[config.mk]
export PLATFORM = sky130hd
export DESIGN_NAME = four_level_page_walker_flat
export DESIGN_NICKNAME = d
export VERILOG_FILES = /design/src/flpw_pkg.sv /design/src/flpw_chan_if.sv /design/src/flpw_step.sv /design/src/four_level_page_walker.sv /design/src/flat_wrapper.sv
export SDC_FILE = /design/constraint.sdc
export NUM_CORES = 1
export LEC_CHECK = 0
export BUFFER_PORTS_ARGS = -buffer_cell sky130_fd_sc_hd__buf_4
export CAP_MARGIN = 20
export CORE_MARGIN = 3
export CORE_UTILIZATION = 30
export CTS_CLUSTER_DIAMETER = 40
export CTS_CLUSTER_SIZE = 40
export DETAILED_ROUTE_END_ITERATION = 7
export GPL_TIMING_DRIVEN = 0
export PLACE_DENSITY = 0.51
export SETUP_SLACK_MARGIN = 0.15
export SLEW_MARGIN = 15
export SYNTH_ARGS = -nofsm -noshare
export SYNTH_HDL_FRONTEND = slang
export SYNTH_SLANG_ARGS = --single-unit
[constraint.sdc]
create_clock -name clk -period 4.09 [get_ports clk]
set_clock_uncertainty 0.05 [all_clocks]
set_input_delay 0.818 -clock clk [delete_from_list [all_inputs] [get_ports clk]]
set_output_delay 0.818 -clock clk [all_outputs]
set_load 0.02 [all_outputs]
[src/flpw_pkg.sv]
`timescale 1ns / 1ps

package flpw_pkg;

	localparam int VA_BITS = 48;
	localparam int OUT_ADDR_BITS = 48;
	localparam int ENTRY_BITS = 64;
	localparam int INDEX_BITS = 9;

	localparam logic REQ_START = 1'b0;
	localparam logic REQ_ENTRY = 1'b1;

	localparam logic KIND_READ = 1'b0;
	localparam logic KIND_DONE = 1'b1;

	localparam logic [1:0] SIZE_4K = 2'd0;
	localparam logic [1:0] SIZE_2M = 2'd1;
	localparam logic [1:0] SIZE_1G = 2'd2;

	localparam logic [1:0] LEVEL_TOP = 2'd0;
	localparam logic [1:0] LEVEL_1G = 2'd1;
	localparam logic [1:0] LEVEL_2M = 2'd2;
	localparam logic [1:0] LEVEL_LEAF = 2'd3;

	localparam int PRESENT_BIT = 0;
	localparam int LARGE_BIT = 7;

	localparam logic [OUT_ADDR_BITS-1:0] OFFSET_MASK_4K = 48'h0000_0000_0FFF;
	localparam logic [OUT_ADDR_BITS-1:0] OFFSET_MASK_2M = 48'h0000_001F_FFFF;
	localparam logic [OUT_ADDR_BITS-1:0] OFFSET_MASK_1G = 48'h0000_3FFF_FFFF;

	typedef struct packed {
		logic                     req_type;
		logic [VA_BITS-1:0]       lin_addr;
		logic [OUT_ADDR_BITS-1:0] table_root;
		logic [ENTRY_BITS-1:0]    entry_data;
	} req_item_t;

	typedef struct packed {
		logic                     out_kind;
		logic [OUT_ADDR_BITS-1:0] read_addr;
		logic [1:0]               walk_level;
		logic [OUT_ADDR_BITS-1:0] xlat_addr;
		logic                     fault;
		logic [1:0]               page_size;
	} rsp_item_t;

	typedef struct packed {
		logic               busy;
		logic [1:0]         level;
		logic [VA_BITS-1:0] vaddr;
	} walk_state_t;

	// Nine-bit table index of the virtual address for a given level.
	function automatic logic [INDEX_BITS-1:0] table_index(input logic [VA_BITS-1:0] va,
			input logic [1:0] lvl);
		logic [INDEX_BITS-1:0] idx;
		case (lvl)
			LEVEL_TOP:  idx = va[47:39];
			LEVEL_1G:   idx = va[38:30];
			LEVEL_2M:   idx = va[29:21];
			LEVEL_LEAF: idx = va[20:12];
			default:    idx = '0;
		endcase
		return idx;
	endfunction

	// Byte address of an entry: table base plus index times eight.
	function automatic logic [OUT_ADDR_BITS-1:0] entry_addr(
			input logic [OUT_ADDR_BITS-1:0] base, input logic [INDEX_BITS-1:0] idx);
		return base + {{(OUT_ADDR_BITS - INDEX_BITS - 3){1'b0}}, idx, 3'b000};
	endfunction

endpackage

[src/flpw_chan_if.sv]
`timescale 1ns / 1ps

interface flpw_chan_if #(
	parameter type T = logic
);
	logic valid;
	logic ready;
	T     data;

	modport source (output valid, output data, input ready);
	modport sink (input valid, input data, output ready);
endinterface

[src/flpw_step.sv]
`timescale 1ns / 1ps

module flpw_step import flpw_pkg::*; #(
	parameter int PHYS_ADDR_BITS = 48
) (
	input  req_item_t   item,
	input  walk_state_t state,
	output logic        has_result,
	output rsp_item_t   result,
	output walk_state_t next_state
);

	// Address bits above the physical width are dropped; outputs never exceed 48 bits.
	localparam logic [OUT_ADDR_BITS-1:0] AddrMask = (PHYS_ADDR_BITS >= OUT_ADDR_BITS) ?
		{OUT_ADDR_BITS{1'b1}} :
		OUT_ADDR_BITS'((64'd1 << PHYS_ADDR_BITS) - 64'd1);

	logic [OUT_ADDR_BITS-1:0] root_base;
	logic [OUT_ADDR_BITS-1:0] entry_addr_bits;
	logic [OUT_ADDR_BITS-1:0] frame_4k;
	logic [1:0]               next_level;
	logic                     present;
	logic                     big_page;

	assign root_base       = item.table_root & AddrMask & ~OFFSET_MASK_4K;
	assign entry_addr_bits = item.entry_data[OUT_ADDR_BITS-1:0] & AddrMask;
	assign frame_4k        = entry_addr_bits & ~OFFSET_MASK_4K;
	assign next_level      = state.level + 2'd1;
	assign present         = item.entry_data[PRESENT_BIT];
	assign big_page        = item.entry_data[LARGE_BIT];

	always_comb begin
		has_result = 1'b0;
		result     = '0;
		next_state = state;
		if (item.req_type == REQ_START) begin
			// A start always wins, abandoning any walk in progress.
			has_result         = 1'b1;
			result.out_kind    = KIND_READ;
			result.read_addr   = entry_addr(root_base, table_index(item.lin_addr, LEVEL_TOP));
			result.walk_level  = LEVEL_TOP;
			next_state.busy    = 1'b1;
			next_state.level   = LEVEL_TOP;
			next_state.vaddr   = item.lin_addr;
		end else if (state.busy) begin
			has_result        = 1'b1;
			result.walk_level = state.level;
			if (!present) begin
				result.out_kind = KIND_DONE;
				result.fault    = 1'b1;
				next_state.busy = 1'b0;
			end else if (state.level == LEVEL_1G && big_page) begin
				result.out_kind  = KIND_DONE;
				result.page_size = SIZE_1G;
				result.xlat_addr = ((entry_addr_bits & ~OFFSET_MASK_1G) |
					(state.vaddr & OFFSET_MASK_1G)) & AddrMask;
				next_state.busy  = 1'b0;
			end else if (state.level == LEVEL_2M && big_page) begin
				result.out_kind  = KIND_DONE;
				result.page_size = SIZE_2M;
				result.xlat_addr = ((entry_addr_bits & ~OFFSET_MASK_2M) |
					(state.vaddr & OFFSET_MASK_2M)) & AddrMask;
				next_state.busy  = 1'b0;
			end else if (state.level == LEVEL_LEAF) begin
				result.out_kind  = KIND_DONE;
				result.page_size = SIZE_4K;
				result.xlat_addr = (frame_4k | (state.vaddr & OFFSET_MASK_4K)) & AddrMask;
				next_state.busy  = 1'b0;
			end else begin
				result.out_kind   = KIND_READ;
				result.walk_level = next_level;
				result.read_addr  = entry_addr(frame_4k, table_index(state.vaddr, next_level));
				next_state.level  = next_level;
			end
		end
	end

endmodule

[src/four_level_page_walker.sv]
// Four-level page walker: one start or returned-entry transaction per cycle, sustained while
// the result side is not stalled. An accepted transaction passes through the input register,
// where the walk step is evaluated, and then the result register before it appears on rsp.
// An entry that arrives while no walk is active is consumed without a result.
// Reset clears the valid flags of both registers and the walk state (idle, level zero).
`timescale 1ns / 1ps

module four_level_page_walker import flpw_pkg::*; #(
	parameter int PHYS_ADDR_BITS = 48
) (
	input  logic         clk,
	input  logic         arst_n,
	flpw_chan_if.sink    req,
	flpw_chan_if.source  rsp
);

	req_item_t   item_s1;
	logic        valid_s1;
	walk_state_t state_q;
	walk_state_t state_next;
	rsp_item_t   rsp_next;
	rsp_item_t   rsp_q;
	logic        rsp_valid_q;
	logic        has_result;
	logic        out_free;
	logic        advance;

	flpw_step #(
		.PHYS_ADDR_BITS(PHYS_ADDR_BITS)
	) u_step (
		.item       (item_s1),
		.state      (state_q),
		.has_result (has_result),
		.result     (rsp_next),
		.next_state (state_next)
	);

	// The input stage retires when its result, if any, has a free slot to go to.
	assign out_free  = !rsp_valid_q || rsp.ready;
	assign advance   = valid_s1 && (!has_result || out_free);
	assign req.ready = !valid_s1 || advance;

	always_ff @(posedge clk or negedge arst_n) begin
		if (!arst_n) begin
			valid_s1 <= 1'b0;
		end else if (req.ready) begin
			valid_s1 <= req.valid;
		end
	end

	always_ff @(posedge clk) begin
		if (req.valid && req.ready) begin
			item_s1 <= req.data;
		end
	end

	always_ff @(posedge clk or negedge arst_n) begin
		if (!arst_n) begin
			state_q <= '0;
		end else if (advance) begin
			state_q <= state_next;
		end
	end

	always_ff @(posedge clk or negedge arst_n) begin
		if (!arst_n) begin
			rsp_valid_q <= 1'b0;
		end else if (out_free) begin
			rsp_valid_q <= advance && has_result;
		end
	end

	always_ff @(posedge clk) begin
		if (advance && has_result) begin
			rsp_q <= rsp_next;
		end
	end

	assign rsp.valid = rsp_valid_q;
	assign rsp.data  = rsp_q;

endmodule

[src/flat_wrapper.sv]
// flat-port wrapper written by rule: the top's interface ports become plain ports
module four_level_page_walker_flat import flpw_pkg::*;
#(
	parameter int PHYS_ADDR_BITS = 48
)
  (clk, arst_n, req_valid, req_data, req_ready, rsp_valid, rsp_data, rsp_ready);
  flpw_chan_if #(.T(req_item_t)) req_i ();
  flpw_chan_if #(.T(rsp_item_t)) rsp_i ();
  input  logic clk;
  input  logic arst_n;
  input wire logic [$bits(req_i.valid)-1:0] req_valid;
  input wire logic [$bits(req_i.data)-1:0] req_data;
  output wire logic [$bits(req_i.ready)-1:0] req_ready;
  output wire logic [$bits(rsp_i.valid)-1:0] rsp_valid;
  output wire logic [$bits(rsp_i.data)-1:0] rsp_data;
  input wire logic [$bits(rsp_i.ready)-1:0] rsp_ready;
  assign req_i.valid = req_valid;
  assign req_i.data = req_data;
  assign req_ready = req_i.ready;
  assign rsp_valid = rsp_i.valid;
  assign rsp_data = rsp_i.data;
  assign rsp_i.ready = rsp_ready;
  four_level_page_walker #(.PHYS_ADDR_BITS(PHYS_ADDR_BITS)) u_core (.clk(clk), .arst_n(arst_n), .req(req_i), .rsp(rsp_i));
endmodule
; ---- Yosys cells after proc, flatten, opt, wreduce, memory -nomap -nowiden
; Cells that the tools add are included.
; Widths: inputs -> output; s select.
[totals]
out_inout_bits = 104
wordCells = 90
reg_bits = 300
input_bits = 165
[op_classes]
eq_ne = 11
mux = 37
add_sub_neg = 3
n_reduce_logical = 17
n_bitwise = 6
[ops]
columns = op, count
row1 = $mux 50, 4
row2 = $mux 48, 3
row3 = $mux 101, 1
row4 = $mux 98, 1
row5 = $add 48x12->48, 2
row6 = $mux 9, 7
row7 = $or 48x12->48, 1
row8 = $or 48x21->48, 1
row9 = $or 48x30->48, 1
row10 = $pmux 9 s4, 1
row11 = $mux 1, 12
row12 = $mux 2, 6
row13 = $ne 2x2->1 const B, 5
row14 = $eq 2x2->1 const B, 4
row15 = $mux 3, 2
row16 = $reduce_and 6->1, 1
row17 = $logic_and 1x1->1, 5
row18 = $eq 2x1->1 const B, 2
row19 = $reduce_and 2->1, 2
row20 = $reduce_or 4->1, 1
row21 = $logic_not 1->1, 3
row22 = $logic_or 1x1->1, 3
row23 = $not 1->1, 3
row24 = $reduce_and 3->1, 1
row25 = other kinds (2), 2

; ---- Longest topological paths before layout
; Gate-level depths: netlist of run 1.
[logic_depth]
ltp_word = 16
mapped_depth = 8
depth_no_buf = 6

; ---- By module
; Synthesis of run 1 repeated with hierarchy kept, for this count alone.
[hier_totals]
hier_cells = 836
area_unflattened_um2 = 13068.8
[by_module_without_submodules]
columns = mod, area_each_um2, seq_area_each_um2, cells_per_inst, instances
row1 = four_level_page_walker, 11119.4, 9223.8, 563, 1
row2 = flpw_step, 1949.4, 0.0, 273, 1

; ---- Least setup slack after synthesis of run 1
; OpenSTA, ideal clock, no wires.
[synth_path]
path_type = input to register
from = input port rsp_ready
to = register u_core.item_s1[0] (netlist bit) (enable)
path_stages = 3
slack_ns = -0.443
setup_time_ns = 0.496
arrival_time_ns = 3.987
path_buffers = 0
required_time_ns = 3.544
path_cell_list = nor2b_1 -> nand3_1 -> and2_1
[synth_via]
elab_chain_len = 5
[synth_lines]
columns = element, line_no
row1 = "start, declared", flat_wrapper.sv:16  ; input wire logic [$bits(rsp_i.ready)-1:0] rsp_ready;
row2 = $logic_or 1x1->1, four_level_page_walker.sv:39  ; assign out_free = !rsp_valid_q || rsp.ready;
row3 = $logic_or 1x1->1, four_level_page_walker.sv:40  ; assign advance = valid_s1 && (!has_result || out_free);
row4 = $logic_and 1x1->1, four_level_page_walker.sv:40
row5 = $logic_or 1x1->1, four_level_page_walker.sv:41  ; assign req.ready = !valid_s1 || advance;
row6 = via req_ready, flat_wrapper.sv:13  ; output wire logic [$bits(req_i.ready)-1:0] req_ready;
row7 = $logic_and 1x1->1, four_level_page_walker.sv:52  ; if (req.valid && req.ready) begin
row8 = "end signal, assigned", four_level_page_walker.sv:53  ; item_s1 <= req.data;
row9 = "end, declared", four_level_page_walker.sv:17  ; req_item_t item_s1;
; The timed path passes the listed nets, and every way through them passes these cells.
; A chain may end at the register's enable or synchronous reset.

; ---- Worst setup path in the final report of run 1
[layout_path]
from = register u_core.state_q[50] (netlist bit)
to = register u_core.rsp_q (netlist bit u_core.rsp.data[36]) (enable)
[layout_via]
elab_chain_len = 6
[layout_lines]
columns = element, line_no
row1 = "start, declared", four_level_page_walker.sv:19  ; walk_state_t state_q;
row2 = "start signal, assigned", four_level_page_walker.sv:61  ; state_q <= state_next;
row3 = $mux 1 *, flpw_step.sv:45  ; end else if (state.busy) begin
row4 = $mux 1 *, flpw_step.sv:36  ; if (item.req_type == REQ_START) begin
row5 = $logic_not 1->1, four_level_page_walker.sv:40
row6 = $logic_or 1x1->1, four_level_page_walker.sv:40
row7 = $logic_and 1x1->1, four_level_page_walker.sv:40
row8 = $logic_and 1x1->1 *, four_level_page_walker.sv:74  ; if (advance && has_result) begin
row9 = "end signal, assigned", four_level_page_walker.sv:75  ; rsp_q <= rsp_next;
row10 = "end, declared", four_level_page_walker.sv:22  ; rsp_item_t rsp_q;
; Mark *: on every way between the ends. The rest lies on a longest branch, timed or not.

==> impl_metrics.yaml, run 1 <==
run_status:
  outcome: "complete, no violations"
routing:
  wirelength_mm: 24.1
  wl_per_cell_um: 19.4
  drt_first_pass_iters: 4
  vias: 5654
  viasPerCell: 4.55
  drc: 0
  antenna_left: 0
  drt_iter0_drc: 287
die:
  num_rows: 65
  core-area_sq_mm: 0.0317
  start_util: 0.306
  die_y_um: 186
  die-area_sq_mm: 0.0345
  die_w_um: 186
  ios: 269
finish:
  antenna_cells: 0
  fin_util: 0.424
  finalNetCount: 975
  fill_cells: 2944
  drive_gt1_frac: 0.442
  area_growth_pct: 38.8
synthesis:
  synth_seq_cells: 266
  synth_flop_cell: "edfxtp_1"
  async_flop_share: 0.165
  synth_cell_type_count: 38
  synth_top_area_frac: 0.688
  yosys_warnings: 0
  syn_area_sq_mm: 0.00969
  synth_area_leaders: "edfxtp_1, dfrtp_1, mux2_2"
  synthCells: 528
  ys_seq_area_frac: 0.801
  postSynthAreaPerCell_sq_um: 18.4
  synth_edf_count: 222
  yosysTopAreaCell: "edfxtp_1"
placed_design:
  io_buffers: 227
  hpwl_mm: 17.2
  gp_congestion: 0.745
cts:
  cts-root-buf: "clkbuf_16"
  cts_tree: "done"
  clk_pin_slew_ns: 0.05
  postCtsResizedCells: 0
  cts_buffers: 44
  clock_path_buffers: 3
  htree_levels: 2
  clkLatencyLatePin_ns: 0.52
  cts_setup_buffers: 0
  cts_hold_buf: 0
  numClockSinks: 266
timing:
  worstMarginPinSlew_ns: 0.762
  slew_headroom: 0.492
  min_period_ns: 2.58
  rsz0062_at_grt: "false"
  post-route-period-util: 0.630
  hold_viol_final: 0
  drv_slew: 0
  setup-violations-final: 0
  fmax_ghz: 0.388
  fin_tns_setup_ns: 0
grt:
  grt_util_all_layers: 0.137
  antenna_found_initial: 1
  grt-ovfl-total: 0
  grt_pass1_vias: 5801
  grt_max_degree: 55
  grt_pass1_wl_mm: 35.1
pwr:
  power_density_mw_per_mm2: 661
  leakagePower_nw: 5.24
  vdd_drop_max_uv: 276
  total_power_mw: 8.89
setup_path:
  timing.rr.start: "u_core.state_q[50]$_DFFE_PN0P_"
  worstPathRequired_ns: 4.23
  cp_max_fo: 52
  start_kind: "flip-flop"
  cp.arrival_ns: 2.72
  rrSetupSlack_ns: 1.51
  cp-startpoint: "u_core.state_q[50]$_DFFE_PN0P_"
  cp-end-kind: "flip-flop"
  criticalPathCategory: "flip-flop to flip-flop"
min_path:
  hp-class: "input pin to async pin"
job:
  cap_violations: 0
==> through the flow <==
| step | instances | area (sq um) | hold WS (ns) | setup slack, ns |
|---|---|---|---|---|
| after detailed placement | 1162 | 12000 | 0.413 | 1.19 |
| after global routing | 1243 | 13500 | 0.285 | 1.29 |
| after CTS | 1243 | 13500 | 0.266 | 1.46 |
| after global placement | 1159 | 11900 | 0.407 | -1.13 |
| after floorplan | 530 | 9700 | 0.404 | 0.250 |
| final | 1243 | 13500 | 0.254 | 1.51 |
==> worst paths after layout <==
kind | to | cells past startpoint
max reg2reg | u_core.rsp.data[36]$_SDFFCE_PN0P_ | 4
min reg2reg | u_core.state_q[4]$_DFFE_PN0P_ | 1
min | u_core.state_q[25]$_DFFE_PN0P_ | 1
max in group asynchronous | u_core.state_q[8]$_DFFE_PN0P_ | 1
min in group clk | u_core.item_s1[152]$_DFFE_PP_ | 1
max | u_core.rsp.data[36]$_SDFFCE_PN0P_ | 4
==> where the power goes <==
group	switching, mW	leakage (nW)	internal, mW
clock	1.32	0.698	2.23
sequential	0.225	2.69	3.51
combinational	0.942	1.85	0.662
==> cells in the final DEF, fill, tap and decap left out, types with 19 or more instances in the layout <==
master,instances
and2_1,31
dfrtp_1,44
clkbuf_1,19
a21oi_1,20
mux2_2,39
edfxtp_1,222
clkbuf_16,46
nand3_1,20
nand2_1,25
buf_4,230
a22o_1,36
==> cell families after synthesis <==
| family | synth area share |
|---|---|
| AO/OA/AOI/OAI | 0.0741 |
| adder cells (fa/ha/maj) | 0.00516 |
| buffers and inverters | 0.0196 |
| flip-flops | 0.801 |
| multiplexers | 0.0453 |
| other | 0.000387 |
| AND/OR/NAND/NOR | 0.0540 |
==> layout make-up <==
cell class | instances | area, sq um | area share
plain buffers | 31 | 175 | 0.0130
inverters | 4 | 15.0 | 0.00112
well taps | 402 | 503 | 0.0374
flip-flops and latches | 266 | 7770 | 0.577
multi-input cells | 229 | 1750 | 0.130
repair buffers | 230 | 1790 | 0.133
clock inverters | 29 | 270 | 0.0201
clock buffers | 52 | 1180 | 0.0880
==> worst max-delay path: stages, from the launching register on <==
cell and delay [ns]:
dfrtp_1 0.43, nand2b_1 0.21, a21boi_0 0.49, a21o_4 0.71, buf_16 0.32
==> synth_stat cells, drive strengths merged (2+ instances only) <==
library cell and count:
edfxtp 222, dfrtp 44, mux2 39, a22o 36, and2 32, nand2 26, a21oi 20, nand3 20
buf 17, clkbuf 14, a222oi 9, o2bb2ai 9, nand2b 5, nor2 5, ha 4, inv 4
nor3 4, o21ai 4, or3 2
==> state kept, by name (all words and copies together), names as in the netlist <==
signal,count
u_core.item_s1,123
u_core.rsp.data,99
u_core.rsp.valid,1
u_core.state_q,42
u_core.valid_s1,1
==> metal layers <==
layer / routed length [um] / GRT usage
met5: 0 / 0
met4: 515 / 0.0423
met3: 1520 / 0.0330
met2: 11900 / 0.225
met1: 10200 / 0.180
(Power assumes the default switching activity.)
==> inputs of run 2 (changes only) <==
Settings changed: ABC_AREA set to 1, PLACE_DENSITY 0.51 to 0.49.
Clock period 4.09 ns to 2.41 ns, I/O delays scaled along.
==> impl_metrics.yaml, run 2 <==
pwr:
  combPwrFrac: 0.215
  p_int_mw: 11.4
  total_power_mw: 16.2
  p_seq_frac: 0.400
  clockPowerShare: 0.385
  vdd_drop_max_uv: 682
  leakagePower_nw: 5.73
  power_density_mw_per_mm2: 1160
  p_switching_mw: 4.87
  sw_frac_of_total: 0.300
synthesis:
  yosysTopAreaCell: "edfxtp_1"
  synth_flop_cell: "edfxtp_1"
  synthCells: 717
  async_flop_share: 0.165
  syn_area_sq_mm: 0.00999
  ys_seq_area_frac: 0.778
  postSynthAreaPerCell_sq_um: 13.9
  ys_top_cells_by_count: "edfxtp_1, nand2_1, inv_1"
  synth_area_leaders: "edfxtp_1, dfrtp_1, nand2_1"
  synth_top_area_frac: 0.667
  synth_seq_cells: 266
  synth_edf_count: 222
  yosys_warnings: 0
  yosysMostFrequentCell: "edfxtp_1"
  synth_cell_type_count: 31
routing:
  viasPerCell: 4.33
  vias: 6400
  antenna_left: 0
  wl_per_cell_um: 18.0
  wirelength_mm: 26.7
  drt_iter0_drc: 335
  drt_first_pass_iters: 6
  drc: 0
cts:
  clk_pin_slew_ns: 0.05
  numClockSinks: 266
  cts_tree: "done"
  htree_levels: 2
  clock_path_buffers: 3
  clkLatencyLatePin_ns: 0.53
  cts-root-buf: "clkbuf_16"
  cts_buffers: 43
setup_path:
  cp-startpoint: "u_core.state_q[48]$_DFFE_PN0P_"
  cp.arrival_ns: 2.26
  crit_end: "u_core.rsp.data[35]$_SDFFCE_PN0P_"
  critPathTopFamily: "buffers and inverters"
  worstReg2RegEnd: "u_core.rsp.data[35]$_SDFFCE_PN0P_"
  path_depth: 8
  cp_num_buf_inv: 4
  slowest_delay_ns: 0.45
  cp-end-kind: "flip-flop"
  criticalPathCategory: "flip-flop to flip-flop"
  worstPathRequired_ns: 2.62
  cp_max_fo: 10
  worstRegToRegCells: 8
  timing.rr.start: "u_core.state_q[48]$_DFFE_PN0P_"
  rrSetupSlack_ns: 0.35
  path_cells: "inv_1 -> ha_1 -> buf_6 -> nand2_8 -> nand3_1 -> inv_2 -> buf_2 -> nor3_2"
  start_kind: "flip-flop"
  crit_path_top_delay_cell: "dfrtp_1"
grt:
  grt_pass1_wl_mm: 40.1
  grt-ovfl-total: 0
  grt_max_degree: 45
  grt_pass1_vias: 6512
  antenna_found_initial: 2
  grt_util_all_layers: 0.149
timing:
  rsz0062_at_grt: "false"
  worstMarginPinSlew_ns: 0.633
  fin_ws_ns: 0.355
  fmax_ghz: 0.487
  setup-violations-final: 0
  hold_viol_final: 0
  min_period_ns: 2.06
  slew_headroom: 0.578
  drv_slew: 0
  post-route-period-util: 0.853
min_path:
  hp-class: "input pin to flip-flop"
die:
  die-area_sq_mm: 0.0355
  die_y_um: 188
  num_rows: 66
  start_util: 0.305
  ios: 269
  core-area_sq_mm: 0.0327
  die_w_um: 188
finish:
  layout_commonest_cell: "buf_4"
  finalNetCount: 1171
  regMostFlops: "u_core.item_s1"
  largest_reg_flops: 123
  design_area_sq_mm: 0.0139
  drive_gt1_frac: 0.368
  antenna_cells: 0
  final_cells: 1478
  fill_cells: 3118
  area_growth_pct: 39.6
  layout.cells.most_common_list: "buf_4, edfxtp_1, nand2_1"
  fin_util: 0.426
run_status:
  outcome: "complete, no violations"
job:
  cap_violations: 0
placed_design:
  hpwl_mm: 18.7
  gp_congestion: 0.745
  place_ws_ns: -0.149
  dp_cells: 1395
  io_buffers: 227
  dpl_cell_area_sq_mm: 0.0124
[run 2: kinds of logic after synthesis]
kind of cell,share of synthesized area
adders and majority gates,0.00501
AOI/OAI and AO/OA,0.0555
DFF,0.778
other,0.000375
and+or+nand+nor,0.112
buffers and inverters,0.0491
[run 2: worst min-delay path by stage]
stage                                        from  slack, ns                       endpoint  cells past startpoint
finish                              req_data[143]       0.08  u_core.item_s1[143]$_DFFE_PP_                      1
global route                         req_data[44]       0.06   u_core.item_s1[44]$_DFFE_PP_                      1
CTS                                  req_data[78]       0.05   u_core.item_s1[78]$_DFFE_PP_                      1
detailed placement  u_core.item_s1[120]$_DFFE_PP_       0.39  u_core.state_q[8]$_DFFE_PN0P_                      2
global placement    u_core.item_s1[114]$_DFFE_PP_       0.39  u_core.state_q[2]$_DFFE_PN0P_                      2
floorplan                                  arst_n       0.14   u_core.rsp.valid$_DFFE_PN0P_                      0
[run 2: repair_timing]
item / CTS / global route
pin swaps: 0 / 0
setup buffers: 0 / 2
cloned: 1 / 0
hold endpoints to repair: 44 / 0
gates resized for setup: 0 / 2
hold buffers: 1 / 0
setup endpoints to repair: 24 / 57
[run 2: layout make-up]
cell class	count	area, sq um	area share
tap	442	553	0.0397
buffer	33	238	0.0170
timing repair inverter	1	5.00	0.000359
multi-input combinational	354	1770	0.127
clock buffer	52	1160	0.0833
sequential	266	7770	0.557
inverter	66	262	0.0188
clock inverter	27	315	0.0226
timing repair buffer	237	1880	0.135
[run 2: power by group through the flow]
stage,Sequential (mW),Combinational (mW),Clock (mW)
after detailed placement,6.58,3.54,0
after global routing,6.60,3.83,6.62
after floorplan,7.03,1.43,0
after CTS,6.50,3.56,6.41
final,6.49,3.49,6.25
after global placement,6.65,3.40,0
[run 2: per-stage QoR]
step                      hold WS (ns)  TNS [ns]
after floorplan                  0.136   -114.76
after global placement           0.386   -377.49
after detailed placement         0.388     -3.50
after CTS                       0.0542         0
after global routing            0.0563         0
final                           0.0798         0
[run 2: metal layers]
| layer | share of wire | track usage | wire length, um | up-vias |
|---|---|---|---|---|
| met2 | 0.46 | 0.236 | 12300 | 235 |
| met4 | 0.019 | 0.0407 | 500 | 4 |
| met5 | 0.00079 | 0 | 21 | - |
| met1 | 0.44 | 0.199 | 11700 | 3038 |
| li1 | - | - | - | 3070 |
| met3 | 0.080 | 0.0471 | 2140 | 53 |
[run 2: worst register-to-register path, cell delays in order (launching register included)]
cell and delay [ns]:
dfrtp_1 0.45, inv_1 0.10, ha_1 0.21, buf_6 0.15, nand2_8 0.11, nand3_1 0.14
inv_2 0.16, buf_2 0.35, nor3_2 0.07
